[config.mk]
export PLATFORM = sky130hd
export DESIGN_NAME = cvp_lane
export DESIGN_NICKNAME = d
export VERILOG_FILES = /design/src/design/cvp_pkg.sv /design/src/design/cvp_lane.sv
export SDC_FILE = /design/constraint.sdc
export NUM_CORES = 1
export LEC_CHECK = 0
export BUFFER_PORTS_ARGS = -buffer_cell sky130_fd_sc_hd__buf_4
export CORE_MARGIN = 3
export CORE_UTILIZATION = 40
export DETAILED_ROUTE_END_ITERATION = 8
export SETUP_SLACK_MARGIN = 0.15
export SYNTH_ARGS = -nofsm -noshare
export SYNTH_HDL_FRONTEND = slang
export SYNTH_SLANG_ARGS = --single-unit
[constraint.sdc]
create_clock -name i_clk -period 9.9 [get_ports i_clk]
set_clock_uncertainty 0.2 [all_clocks]
set_input_delay 0.99 -clock i_clk [delete_from_list [all_inputs] [get_ports i_clk]]
set_output_delay 0.99 -clock i_clk [all_outputs]
set_load 0.05 [all_outputs]
[src/design/cvp_pkg.sv]
package cvp_pkg;

    localparam int OUT_WIDTH_DEF  = 32;
    localparam int STORE_ROWS_DEF = 4;

    localparam int PX_W   = 8;
    localparam int RESP_W = 12;   // responses stay within +-2040
    localparam int POOL_W = 11;

    localparam int CH_BLUE  = 0;
    localparam int CH_GREEN = 1;
    localparam int CH_RED   = 2;

    // 3x3 kernels per channel, row by row
    localparam logic signed [2:0] KERN [3][3][3] = '{
        '{'{3'sd0, 3'sd1, 3'sd2}, '{-3'sd1, 3'sd0, 3'sd1}, '{-3'sd2, -3'sd1, 3'sd0}},
        '{'{-3'sd1, -3'sd2, -3'sd1}, '{3'sd0, 3'sd0, 3'sd0}, '{3'sd1, 3'sd2, 3'sd1}},
        '{'{-3'sd1, 3'sd0, 3'sd1}, '{-3'sd2, 3'sd0, 3'sd2}, '{-3'sd1, 3'sd0, 3'sd1}}
    };

    // four window rows by three columns of one channel
    typedef logic [3:0][2:0][PX_W-1:0] t_win;
    typedef logic signed [RESP_W-1:0]  t_resp;
    typedef logic [POOL_W-1:0]         t_pool;

    typedef struct packed {
        logic vld;    // stage holds a column
        logic first;  // left column even: start of an output column
        logic emit;   // left column odd: output column complete
        logic fin;    // last input column of the sweep
    } t_ctl;

endpackage

[src/design/cvp_lane.sv]
// One channel: responses of both row windows at the current left column.
module cvp_lane #(
    parameter int CH = cvp_pkg::CH_BLUE
) (
    input  logic                 i_clk,
    input  logic                 i_adv,
    input  cvp_pkg::t_win        i_win,
    output cvp_pkg::t_resp       o_resp [2]
);

    cvp_pkg::t_resp n_resp [2];
    cvp_pkg::t_resp r_resp [2];

    always_comb begin
        for (int w = 0; w < 2; w++) begin
            n_resp[w] = '0;
            for (int r = 0; r < 3; r++) begin
                for (int c = 0; c < 3; c++) begin
                    n_resp[w] = n_resp[w]
                        + cvp_pkg::RESP_W'(signed'({1'b0, i_win[w+r][c]}))
                        * cvp_pkg::RESP_W'(cvp_pkg::KERN[CH][r][c]);
                end
            end
        end
    end

    always_ff @(posedge i_clk) begin
        if (i_adv) begin
            r_resp[0] <= n_resp[0];
            r_resp[1] <= n_resp[1];
        end
    end

    assign o_resp = r_resp;

endmodule

---- Word level (Yosys, flattened, before mapping) ----
Cells that the tools add are included.
storage, ports and cells
  register bits ........................... 24
  bits of input ports ..................... 98
  output and inout bits ................... 24
  logic and storage cells ................. 18
operators by class
  add/subtract/negate cells ............... 16
operator list
  operator                 count
  adder 12 bit             4
  negator 8 -> 12 bit      4
  adder 11 x 12 -> 12 bit  2
  adder 12 x 9 -> 12 bit   2
  negator 8 -> 11 bit      2
  adder 8 x 9 -> 10 bit    2

---- Depth between registers and ports, before layout ----
  word-level depth ........................ 5
  gate-level depth with buffers ........... 17
  mapped depth without buffers ............ 17

---- Least setup slack after synthesis ----
OpenSTA, ideal clock, no wires.
  path type ............................... input port to flip-flop
  from .................................... input port i_win[33] (netlist bit)
  to ...................................... register r_resp (netlist bit o_resp[9]), data pin
  setup time .............................. 259 ps
  data arrival time ....................... 4466 ps
  data required time ...................... 9441 ps
  setup slack ............................. 4975 ps
  cell stages on the path ................. 15
  cell sequence ........................... ha_1 > fa_1 > a21o_1 > a21oi_1 > xnor2_1 > fa_1 > inv_1 > fa_1 > inv_1 > ha_1 > and3_1 > a2111oi_4 > o21bai_1 > a21o_1 > xor2_1
RTL lines
  element      RTL line        source
  from (decl)  cvp_lane.sv:7   input cvp_pkg::t_win i_win,
  to (decl)    cvp_lane.sv:12  cvp_pkg::t_resp r_resp [2];

==> flow_summary.ini <==
[grt]
grt_pass1_wl_um = 14400
grt_usage_pct = 16.1
grt_pass1_vias = 3071
grt_overflow = 0
grt_start_max_net_pins = 25
antenna_found_initial = 0

[logic_synthesis]
ys_types = 31
synth_ff_type = edfxtp_1
syn-num-nets = 605
ys_seq_area_share_pct = 18.3
ys_ff_latch = 24
synth_edf_count = 24
syn_area_per_cell_um2 = 9.62
yosys.area.top_type_share_pct = 25.4
synth_most_common_cell = inv_1
yosys-top-cells-area = fa_1 (25%), edfxtp_1 (18%), ha_1 (15%)
syn_inst = 409
ys_top_cells_by_count = inv_1 (126), fa_1 (50), ha_1 (48)
synth-async-reset-ratio_pct = 0
yosys.area.top_type = fa_1
synth_area_um2 = 3930
ys_warn_count = 0

[worst_setup_path]
crit_family = adder cells
cp_cell_sequence = buf_4 -> ha_1 -> fa_1 -> a21o_1 -> a21oi_1 -> xnor2_1 -> fa_1 -> inv_1 -> fa_1 -> inv_1 -> ha_1 -> and3_1 -> a2111oi_4 -> o21ai_0 -> a21oi_1 -> xnor2_1
crit_path_end = o_resp[10]$_DFFE_PP_
critPathSlowestCell = fa_1
required_ns = 9.73
critical_path.max_stage_delay_ns = 0.52
path_buf_inv = 3
start_kind = input pin
worstPathArrival_ns = 4.94
path_max_fanout = 6
endpoint_kind = register
critPathKind = in -> reg
crit_start = i_win[33]
crit_top_cell = fa_1
path_depth = 16

[worst_hold_path]
hold_path_depth = 2
min_from = i_win[65]
hold_class = in -> reg

[final_layout]
largest_reg_flops = 24
layout.nets = 715
syn_to_final_growth_pct = 25.3
drive_gt1_share_pct = 22.2
antenna_cells = 0
fill_cells = 906

[timing]
slew_headroom_pct = 74.9
clock.fmax_ghz = 0.196
finalSetupViolCount = 0
rsz0062_at_grt = false
finalCritPeriodShare_pct = 51.6
finalCriticalPeriod_ns = 5.11
finalSetupTns_ns = 0
maxSlewViolCount = 0
worstMarginPinSlew_ns = 0.373
hold_violations = 0
postLayoutSetupSlackWorst_ns = 4.79

[die]
die_x_um = 105
die_area_um2 = 11100
pin_count = 122
core.rowCount = 35
die_y_um = 105
core_um2 = 9420
initial_utilization_pct = 41.8

[placement]
dp_slack_ns = 4.48
gp_congestion = 0.818
dp_hpwl_um = 7560
port_buffers = 105

[routing]
drt_first_iter_violations = 124
via_count = 2934
post_drt_via_cell_ratio = 4.53
routed_wl_um = 8370
drcViolationCount = 0
ant_nets = 0
first_pass_iters = 4
detail_route.wl_per_cell_um = 12.9

[cts]
cts_resized = 0
cts_buffer_depth = 2
root_buffer = clkbuf_8
htreeDepth = 1
post_cts_buffers = 0
cts_buffers = 3
cts_tree = done
clkTransAtPathRegs_ns = 0.09
clkSinkCount = 24
cts_hold_buffers = 0

[power]
p_leak_nw = 2.59
total_power_w = 0.00125
peakVddDrop_mv = 0.102
cellPowerDensity_nw_per_um2 = 254

[job]
cap_violations = 0

[status]
outcome = complete, no violations
[power by group]
group          internal, W  switching [W]
Sequential        0.000208      0.0000154
Combinational     0.000402       0.000564
Clock            0.0000278      0.0000333
Total             0.000638       0.000613
[metal layers]
layer | share of wire (%) | global-route usage, % | vias up
li1 | - | - | 1507
met5 | 0 | 0 | -
met4 | 1.5 | 4.03 | 0
met2 | 49 | 26.5 | 82
met1 | 45 | 22.6 | 1337
met3 | 5.0 | 1.79 | 8
[per-stage QoR]
step                      cell area (µm²)  hold WS, ns  cells  util [%]
after floorplan                      3930        0.902    409         -
after global placement               4880         1.10    643      51.9
after detailed placement             4880         1.13    643      51.9
after CTS                            4930        0.837    647      52.3
after global routing                 4930        0.851    647      52.3
final                                4930        0.833    647      52.3
[worst min-delay path by stage]
stage	slack, ns	endpoint
3_3_place_gp	1.10	o_resp[0]$_DFFE_PP_
3_5_place_dp	1.13	o_resp[0]$_DFFE_PP_
2_1_floorplan	0.90	o_resp[0]$_DFFE_PP_
4_1_cts	0.84	o_resp[0]$_DFFE_PP_
5_1_grt	0.85	o_resp[0]$_DFFE_PP_
6_report	0.83	o_resp[0]$_DFFE_PP_
[logic make-up (layout without fill, tap and decap cells)]
kind of cell	Yosys count	after routing	synth area share (%)
compound gates	63	63	12.0
buf+inv	126	235	12.0
xor+xnor	44	44	9.80
flops	24	24	18.3
simple gates	54	54	7.19
fa+ha+maj	98	98	40.7
[layout by cell type, fill, tap and decap left out, types with 6 or more instances in the layout]
| cell type | n |
|---|---|
| nand3_1 | 6 |
| a21oi_1 | 18 |
| ha_1 | 48 |
| a21o_1 | 10 |
| and3_1 | 8 |
| nand2_1 | 9 |
| buf_4 | 105 |
| xnor2_1 | 32 |
| o21bai_1 | 6 |
| o21ai_0 | 12 |
| edfxtp_1 | 24 |
| nor3_1 | 6 |
| inv_1 | 126 |
| xor2_1 | 12 |
| nor2_1 | 15 |
| fa_1 | 50 |
[final cells by class]
type | instances | area, µm² | area share (%)
inverters | 126 | 473 | 9.60
flip-flops and latches | 24 | 721 | 14.6
clock buffers | 3 | 41.3 | 0.838
well taps | 129 | 161 | 3.27
repair buffers | 105 | 788 | 16.0
clock inverters | 1 | 3.75 | 0.0762
multi-input cells | 259 | 2740 | 55.6
Note: power is estimated with default switching activity, not from simulation.
