## config.mk

```make
export PLATFORM = sky130hd
export DESIGN_NAME = cvp_merge_flat
export DESIGN_NICKNAME = d
export VERILOG_FILES = /design/src/design/cvp_pkg.sv /design/src/design/cvp_pool_if.sv /design/src/design/cvp_merge.sv /design/src/flat_wrapper.sv
export SDC_FILE = /design/constraint.sdc
export NUM_CORES = 1
export LEC_CHECK = 0
export BUFFER_PORTS_ARGS = -buffer_cell sky130_fd_sc_hd__buf_2
export CAP_MARGIN = 40
export CORE_MARGIN = 5
export CORE_UTILIZATION = 30
export CTS_CLUSTER_DIAMETER = 120
export DETAILED_ROUTE_END_ITERATION = 8
export RECOVER_POWER = 50
export SLEW_MARGIN = 20
export SYNTH_ARGS = -nofsm -noshare
export SYNTH_HDL_FRONTEND = slang
export SYNTH_SLANG_ARGS = --single-unit
```

## constraint.sdc

```tcl
create_clock -name i_clk -period 3.26 [get_ports i_clk]
set_input_delay 0 -clock i_clk [delete_from_list [all_inputs] [get_ports i_clk]]
set_output_delay 0 -clock i_clk [all_outputs]
set_load 0.02 [all_outputs]
```

## src/design/cvp_pkg.sv

```systemverilog
package cvp_pkg;

    localparam int OUT_WIDTH_DEF  = 32;
    localparam int STORE_ROWS_DEF = 4;

    localparam int PX_W   = 8;
    localparam int RESP_W = 12;   // responses stay within +-2040
    localparam int POOL_W = 11;

    localparam int CH_BLUE  = 0;
    localparam int CH_GREEN = 1;
    localparam int CH_RED   = 2;

    // 3x3 kernels per channel, row by row
    localparam logic signed [2:0] KERN [3][3][3] = '{
        '{'{3'sd0, 3'sd1, 3'sd2}, '{-3'sd1, 3'sd0, 3'sd1}, '{-3'sd2, -3'sd1, 3'sd0}},
        '{'{-3'sd1, -3'sd2, -3'sd1}, '{3'sd0, 3'sd0, 3'sd0}, '{3'sd1, 3'sd2, 3'sd1}},
        '{'{-3'sd1, 3'sd0, 3'sd1}, '{-3'sd2, 3'sd0, 3'sd2}, '{-3'sd1, 3'sd0, 3'sd1}}
    };

    // four window rows by three columns of one channel
    typedef logic [3:0][2:0][PX_W-1:0] t_win;
    typedef logic signed [RESP_W-1:0]  t_resp;
    typedef logic [POOL_W-1:0]         t_pool;

    typedef struct packed {
        logic vld;    // stage holds a column
        logic first;  // left column even: start of an output column
        logic emit;   // left column odd: output column complete
        logic fin;    // last input column of the sweep
    } t_ctl;

endpackage

```

## src/design/cvp_pool_if.sv

```systemverilog
interface cvp_pool_if;
    logic                        valid;
    logic                        ready;
    logic [cvp_pkg::POOL_W-1:0]  pool_blue;
    logic [cvp_pkg::POOL_W-1:0]  pool_green;
    logic [cvp_pkg::POOL_W-1:0]  pool_red;
    logic                        last_of_band;

    modport source (output valid, pool_blue, pool_green, pool_red, last_of_band,
                    input ready);
    modport sink   (input valid, pool_blue, pool_green, pool_red, last_of_band,
                    output ready);
endinterface

```

## src/design/cvp_merge.sv

```systemverilog
// Merges lane responses: rectify, 2x2 max, output register, closing zero column.
module cvp_merge (
    input  logic              i_clk,
    input  logic              i_rst_n,
    input  logic              i_adv,
    input  cvp_pkg::t_ctl     i_ctl,
    input  cvp_pkg::t_resp    i_resp [3][2],
    output logic              o_busy,
    cvp_pool_if.source        o_pool
);

    cvp_pkg::t_pool r_best [3];
    cvp_pkg::t_pool n_clip [3];
    cvp_pkg::t_pool n_out  [3];
    cvp_pkg::t_pool r_out  [3];
    logic           r_valid;
    logic           r_last;
    logic           r_pend;

    always_comb begin
        cvp_pkg::t_resp mx;
        for (int ch = 0; ch < 3; ch++) begin
            mx = (i_resp[ch][1] > i_resp[ch][0]) ? i_resp[ch][1] : i_resp[ch][0];
            n_clip[ch] = mx[cvp_pkg::RESP_W-1] ? '0 : mx[cvp_pkg::POOL_W-1:0];
            n_out[ch]  = (n_clip[ch] > r_best[ch]) ? n_clip[ch] : r_best[ch];
        end
    end

    always_ff @(posedge i_clk) begin
        if (!i_rst_n) begin
            r_valid <= 1'b0;
            r_pend  <= 1'b0;
        end else if (i_adv) begin
            if (r_pend) begin
                r_valid <= 1'b1;
                r_last  <= 1'b1;
                r_pend  <= 1'b0;
                for (int ch = 0; ch < 3; ch++) r_out[ch] <= '0;
            end else if (i_ctl.vld && i_ctl.emit) begin
                r_valid <= 1'b1;
                r_last  <= 1'b0;
                r_pend  <= i_ctl.fin;
                r_out   <= n_out;
            end else begin
                r_valid <= 1'b0;
            end
            if (i_ctl.vld && i_ctl.first) begin
                r_best <= n_clip;
            end
        end
    end

    assign o_busy              = r_pend;
    assign o_pool.valid        = r_valid;
    assign o_pool.pool_blue    = r_out[cvp_pkg::CH_BLUE];
    assign o_pool.pool_green   = r_out[cvp_pkg::CH_GREEN];
    assign o_pool.pool_red     = r_out[cvp_pkg::CH_RED];
    assign o_pool.last_of_band = r_last;

endmodule

```

## src/flat_wrapper.sv

```systemverilog
// flat-port wrapper written by rule: the top's interface ports become plain ports
module cvp_merge_flat 
  (i_clk, i_rst_n, i_adv, i_ctl, i_resp, o_busy, o_pool_valid, o_pool_pool_blue, o_pool_pool_green, o_pool_pool_red, o_pool_last_of_band, o_pool_ready);
  cvp_pool_if o_pool_i ();
  input  logic i_clk;
  input  logic i_rst_n;
  input  logic i_adv;
  input  cvp_pkg::t_ctl i_ctl;
  input  cvp_pkg::t_resp i_resp[3][2];
  output logic o_busy;
  output wire logic [$bits(o_pool_i.valid)-1:0] o_pool_valid;
  output wire logic [$bits(o_pool_i.pool_blue)-1:0] o_pool_pool_blue;
  output wire logic [$bits(o_pool_i.pool_green)-1:0] o_pool_pool_green;
  output wire logic [$bits(o_pool_i.pool_red)-1:0] o_pool_pool_red;
  output wire logic [$bits(o_pool_i.last_of_band)-1:0] o_pool_last_of_band;
  input wire logic [$bits(o_pool_i.ready)-1:0] o_pool_ready;
  assign o_pool_valid = o_pool_i.valid;
  assign o_pool_pool_blue = o_pool_i.pool_blue;
  assign o_pool_pool_green = o_pool_i.pool_green;
  assign o_pool_pool_red = o_pool_i.pool_red;
  assign o_pool_last_of_band = o_pool_i.last_of_band;
  assign o_pool_i.ready = o_pool_ready;
  cvp_merge u_core (.i_clk(i_clk), .i_rst_n(i_rst_n), .i_adv(i_adv), .i_ctl(i_ctl), .i_resp(i_resp), .o_busy(o_busy), .o_pool(o_pool_i));
endmodule
```

Word-level counts from Yosys, hierarchy flattened
Index checks and enable logic that the tools add are counted.
{"block": "word_totals", "register_bits": 69, "in_bits": 80, "output_inout_bits": 36}
{"block": "classes", "order_cmp": 6, "muxes": 15, "reduce_logical": 5}
{"cell": "$mux 11", "count": 6}
{"cell": "$gt 12x12->1", "count": 3}
{"cell": "$mux 12", "count": 3}
{"cell": "$gt 11x11->1", "count": 3}
{"cell": "$mux 33", "count": 1}
{"cell": "$reduce_and 3->1", "count": 2}
{"cell": "$mux 1", "count": 5}
{"cell": "$logic_and 1x1->1", "count": 2}
{"cell": "$reduce_bool 2->1", "count": 1}

Depth between registers and ports, before layout
{"block": "logic_depth", "word_depth": 6, "depth_mapped": 17, "ltp_nobuf": 15}

Worst setup path before layout
No wires, ideal clock.
{"block": "synth_path", "kind": "input port to flip-flop", "startpoint": "input i_resp[71] (netlist name)", "endpoint": "register u_core.r_out, in the netlist u_core.o_pool.pool_blue[0] (data pin)", "arrival_ps": 3279, "required_ps": 3128, "path_slack_ps": -151, "stages": 16, "cell_sequence": "inv_1 > clkbuf_1 > ha_1 > inv_1 > a2111o_1 > o31ai_2 > buf_6 > mux2i_1 > ha_1 > a211oi_1 > o21ai_0 > a211oi_1 > o31a_1 > o21ba_2 > buf_1 > a22o_1"}
{"element": "start: declaration", "line_no": "flat_wrapper.sv:9", "source": "input cvp_pkg::t_resp i_resp[3][2];"}
{"element": "end signal: assignment", "line_no": "cvp_merge.sv:43", "source": "r_out <= n_out;"}
{"element": "end: declaration", "line_no": "cvp_merge.sv:15", "source": "cvp_pkg::t_pool r_out [3];"}

==> metrics.md <==
| Metric | Value |
|---|---|
| Power, Total | `2.92 mW` |
| Die W | `142 µm` |
| Met1 global-route usage | `17.9%` |
| Share of layout cells above drive strength 1 | `38.3%` |
| Residual DRC | `0` |
| H-Tree Depth | `3` |
| Non-filler cells, final | `1,017` |
| Dominant synthesized flop cell | `edfxtp_1` |
| Initial antenna violation count | `0` |
| Worst hold margin | `-0.0191 ns` |
| Reg clk slew, reported paths | `0.06 ns` |
| CP Capture Type | `flip-flop` |
| Final Setup Violations | `0` |
| P_int | `2.09 mW` |
| Worst vdd ir | `0.199 mV` |
| Crit Path Max Fanout | `20` |
| Most common cell after layout, fill and taps aside | `buf_4` |
| Sequential share of the synthesized area | `39.5%` |
| Fmax | `0.316 GHz` |
| Req. time, crit path | `3.31 ns` |
| Psw | `0.829 mW` |
| Dpl hpwl | `11,500 µm` |
| Critical path class | `primary input to flip-flop` |
| Post-DRT Antenna Nets | `0` |
| PD cells | `374 mW/mm²` |
| Worst-margin pin slew | `2.23 ns` |
| Synth area leaders | `edfxtp_1 39%, ha_1 17%, inv_1 5.2%, a22o_1 4.9%, mux2i_1 3.9%` |
| HP Class | `primary input to flip-flop` |
| Combinational group share of total power | `31.0%` |
| Failing checks | `negative hold slack, max-capacitance violations, max-slew violations` |
| CTS tree | `yes` |
| Fin crit period | `3.17 ns` |
| Total CTS buffers | `9` |
| CTS Root Buffer Type | `clkbuf_16` |
| Vias in the first global route | `4,936` |
| Yosys warns | `0` |
| DRT Pass-1 Iters | `4` |
| Synthesized instance count | `515` |
| Ant. Diodes | `0` |
| First-pass GRT wire length | `23,500 µm` |
| GRT Total Usage | `14.3%` |
| Number of synthesized register bits | `69` |
| Largest net degree at the start of global routing | `26` |
| Synthesized area per cell | `10.1 µm²` |
| Drt total wl | `14,600 µm` |
| Routed vias/inst | `4.81` |
| Post-DR wirelength/cell | `14.3 µm` |
| Die area | `0.0201 mm²` |
| Crit path DAT | `3.22 ns` |
| Leading cell types in the layout, fill and taps excluded | `147 x buf_4, 78 x buf_2, 72 x inv_1, 67 x edfxtp_1, 59 x ha_1` |
| Clock sink total | `69` |
| Cell taking the most area after synthesis | `edfxtp_1` |
| Asr flop ratio synth | `0%` |
| Initial Util | `30.3%` |
| I/O pin total | `116` |
| Final Hold Viols | `1` |
| Layer with the highest usage | `met2` |
| Clock share of power | `33.6%` |
| DR vias | `4,892` |
| Final TNS setup | `0 ns` |
| Pleak | `3.65 nW` |
| Area Growth Syn to Fin | `50.1%` |
| EDFF count, synth | `67` |
| Run status | `complete, but fails checks` |
| Worst-Skew Late Latency | `0.33 ns` |
| Slew HR | `-49.5%` |
| Core Rows | `48` |
| Part of the power in registers | `35.4%` |
| Sw frac | `28.4%` |
| Top-area cell type share of the netlist area | `38.7%` |
| Max-cap violation count | `1` |
| Max Transition Viols Final | `26` |
| CORE AREA | `0.0172 mm²` |
| Total nets after synthesis | `664` |
| Count of different cell masters after synthesis | `56` |
| M3 GR Usage | `2.60%` |
| Met2 Use GR | `25.3%` |
| Gr ovfl total | `0` |
| Synth Cell Area | `0.00520 mm²` |
| Crit start category | `primary input` |
| Initial DRC Count | `266` |
| Post-Place Cells | `991` |
| Period Utilization, post-route | `97.2%` |
| Nets | `936` |
| Die Y-Extent | `142 µm` |
| # port buffers | `114` |
| Clk_skew | `0.00728 ns` |
| Max Buffers Root-to-Sink | `2` |
| Final GP Congestion | `0.860` |
==> layout make-up <==
type	count	area (µm²)
clock buffers	10	229
clock inverters	6	71.3
fillers	1726	9370
inverters	72	270
multi-input cells	360	3110
flip-flops and latches	69	2050
well taps	225	282
repair buffers	275	1790
==> power groups by stage <==
| stage | Clock [mW] | Combinational (mW) | Sequential (mW) |
|---|---|---|---|
| 6_report | 0.982 | 0.905 | 1.03 |
| 5_1_grt | 1.05 | 1.00 | 1.04 |
| 4_1_cts | 1.01 | 0.845 | 1.03 |
| 3_5_place_dp | 0 | 0.827 | 1.05 |
| 3_3_place_gp | 0 | 0.818 | 1.05 |
| 2_1_floorplan | 0 | 0.417 | 1.07 |
==> logic make-up after synthesis <==
group	after synthesis	share of synthesized area, %
compound gates	136	19.9
simple gates	135	13.7
buf+inv	86	6.45
fa+ha+maj	69	16.6
flops	69	39.5
mux	20	3.85
==> final timing paths <==
check                                         from                                    endpoint  slack [ns]  cells past startpoint
hold / removal                            i_ctl[1]            u_core.o_pool.valid$_SDFFE_PN0P_       -0.02                      3
setup reg to reg        u_core.o_busy$_SDFFE_PN0P_  u_core.o_pool.pool_green[10]$_SDFFCE_PP0P_        0.54                      3
setup / recovery                        i_resp[13]     u_core.o_pool.pool_red[2]$_SDFFCE_PP0P_        0.09                     19
hold reg to reg   u_core.o_pool.valid$_SDFFE_PN0P_            u_core.o_pool.valid$_SDFFE_PN0P_        0.50                      2
==> registers in the layout, indices dropped and copies added (netlist names) <==
| register | flops |
|---|---|
| u_core.o_busy | 1 |
| u_core.o_pool.last_of_band | 1 |
| u_core.o_pool.pool_blue | 11 |
| u_core.o_pool.pool_green | 11 |
| u_core.o_pool.pool_red | 11 |
| u_core.o_pool.valid | 1 |
| u_core.r_best | 33 |
==> stage by stage <==
step                      setup WS (ns)  instance area (µm²)  util [%]
final                            0.0914                 7800      45.4
after global routing            -0.0487                 7800      45.4
after CTS                       0.00643                 7580      44.1
after detailed placement         -0.410                 7200      41.9
after global placement           -0.347                 7170      41.7
after floorplan                  0.0264                 5240         -
==> layer usage <==
| layer | up-vias | wire length [µm] |
|---|---|---|
| met3 | 16 | 737 |
| met1 | 2265 | 6350 |
| li1 | 2506 | - |
| met4 | 0 | 157 |
| met5 | - | 0 |
| met2 | 105 | 7340 |
==> synthesized netlist by cell type, types with 2 or more instances <==
cell        n
nand2b_1   11
edfxtp_1   67
o31ai_1     3
nand4_1    24
nand3_1     6
clkbuf_1   10
nor4_1      2
a31oi_1     4
and4_1      3
a22oi_1    14
nor3_2      2
inv_1      72
nor2_1     18
o211ai_1   13
a21oi_1    24
a31o_2      2
dfxtp_1     2
nand2_1    44
a32oi_1     4
a2111o_1    2
nor2b_1     6
a21o_1      9
o221a_2     2
and2_1      2
o2bb2ai_1   3
a211oi_1    7
nand3b_1    2
o21a_1      2
a22o_1     29
nor3_1      7
ha_1       69
mux2i_1    20
o21ai_0     7
==> timing repair <==
action                                  in CTS  in global routing
resized for setup                            6                 44
hold buffers                                 3                  0
pin swaps                                    2                 21
endpoints found under the setup margin      10                 31
setup buffers                                1                  5
cloned                                       0                  1
hold endpoints to repair                     2                  0
==> critical path, stage by stage <==
cell and delay, ns:
buf_2 0.10, inv_1 0.08, ha_4 0.20, nor2b_1 0.12, o211ai_1 0.21, a21oi_2 0.09, o31ai_2 0.24, buf_4 0.17
and2_4 0.15, buf_6 0.13, a22o_1 0.22, ha_4 0.23, a21oi_2 0.18, a211oi_2 0.10, a2111o_1 0.40, and3b_1 0.21
buf_12 0.16, nand4_1 0.10, o211ai_1 0.11
Note: power is estimated with default switching activity, not from simulation.
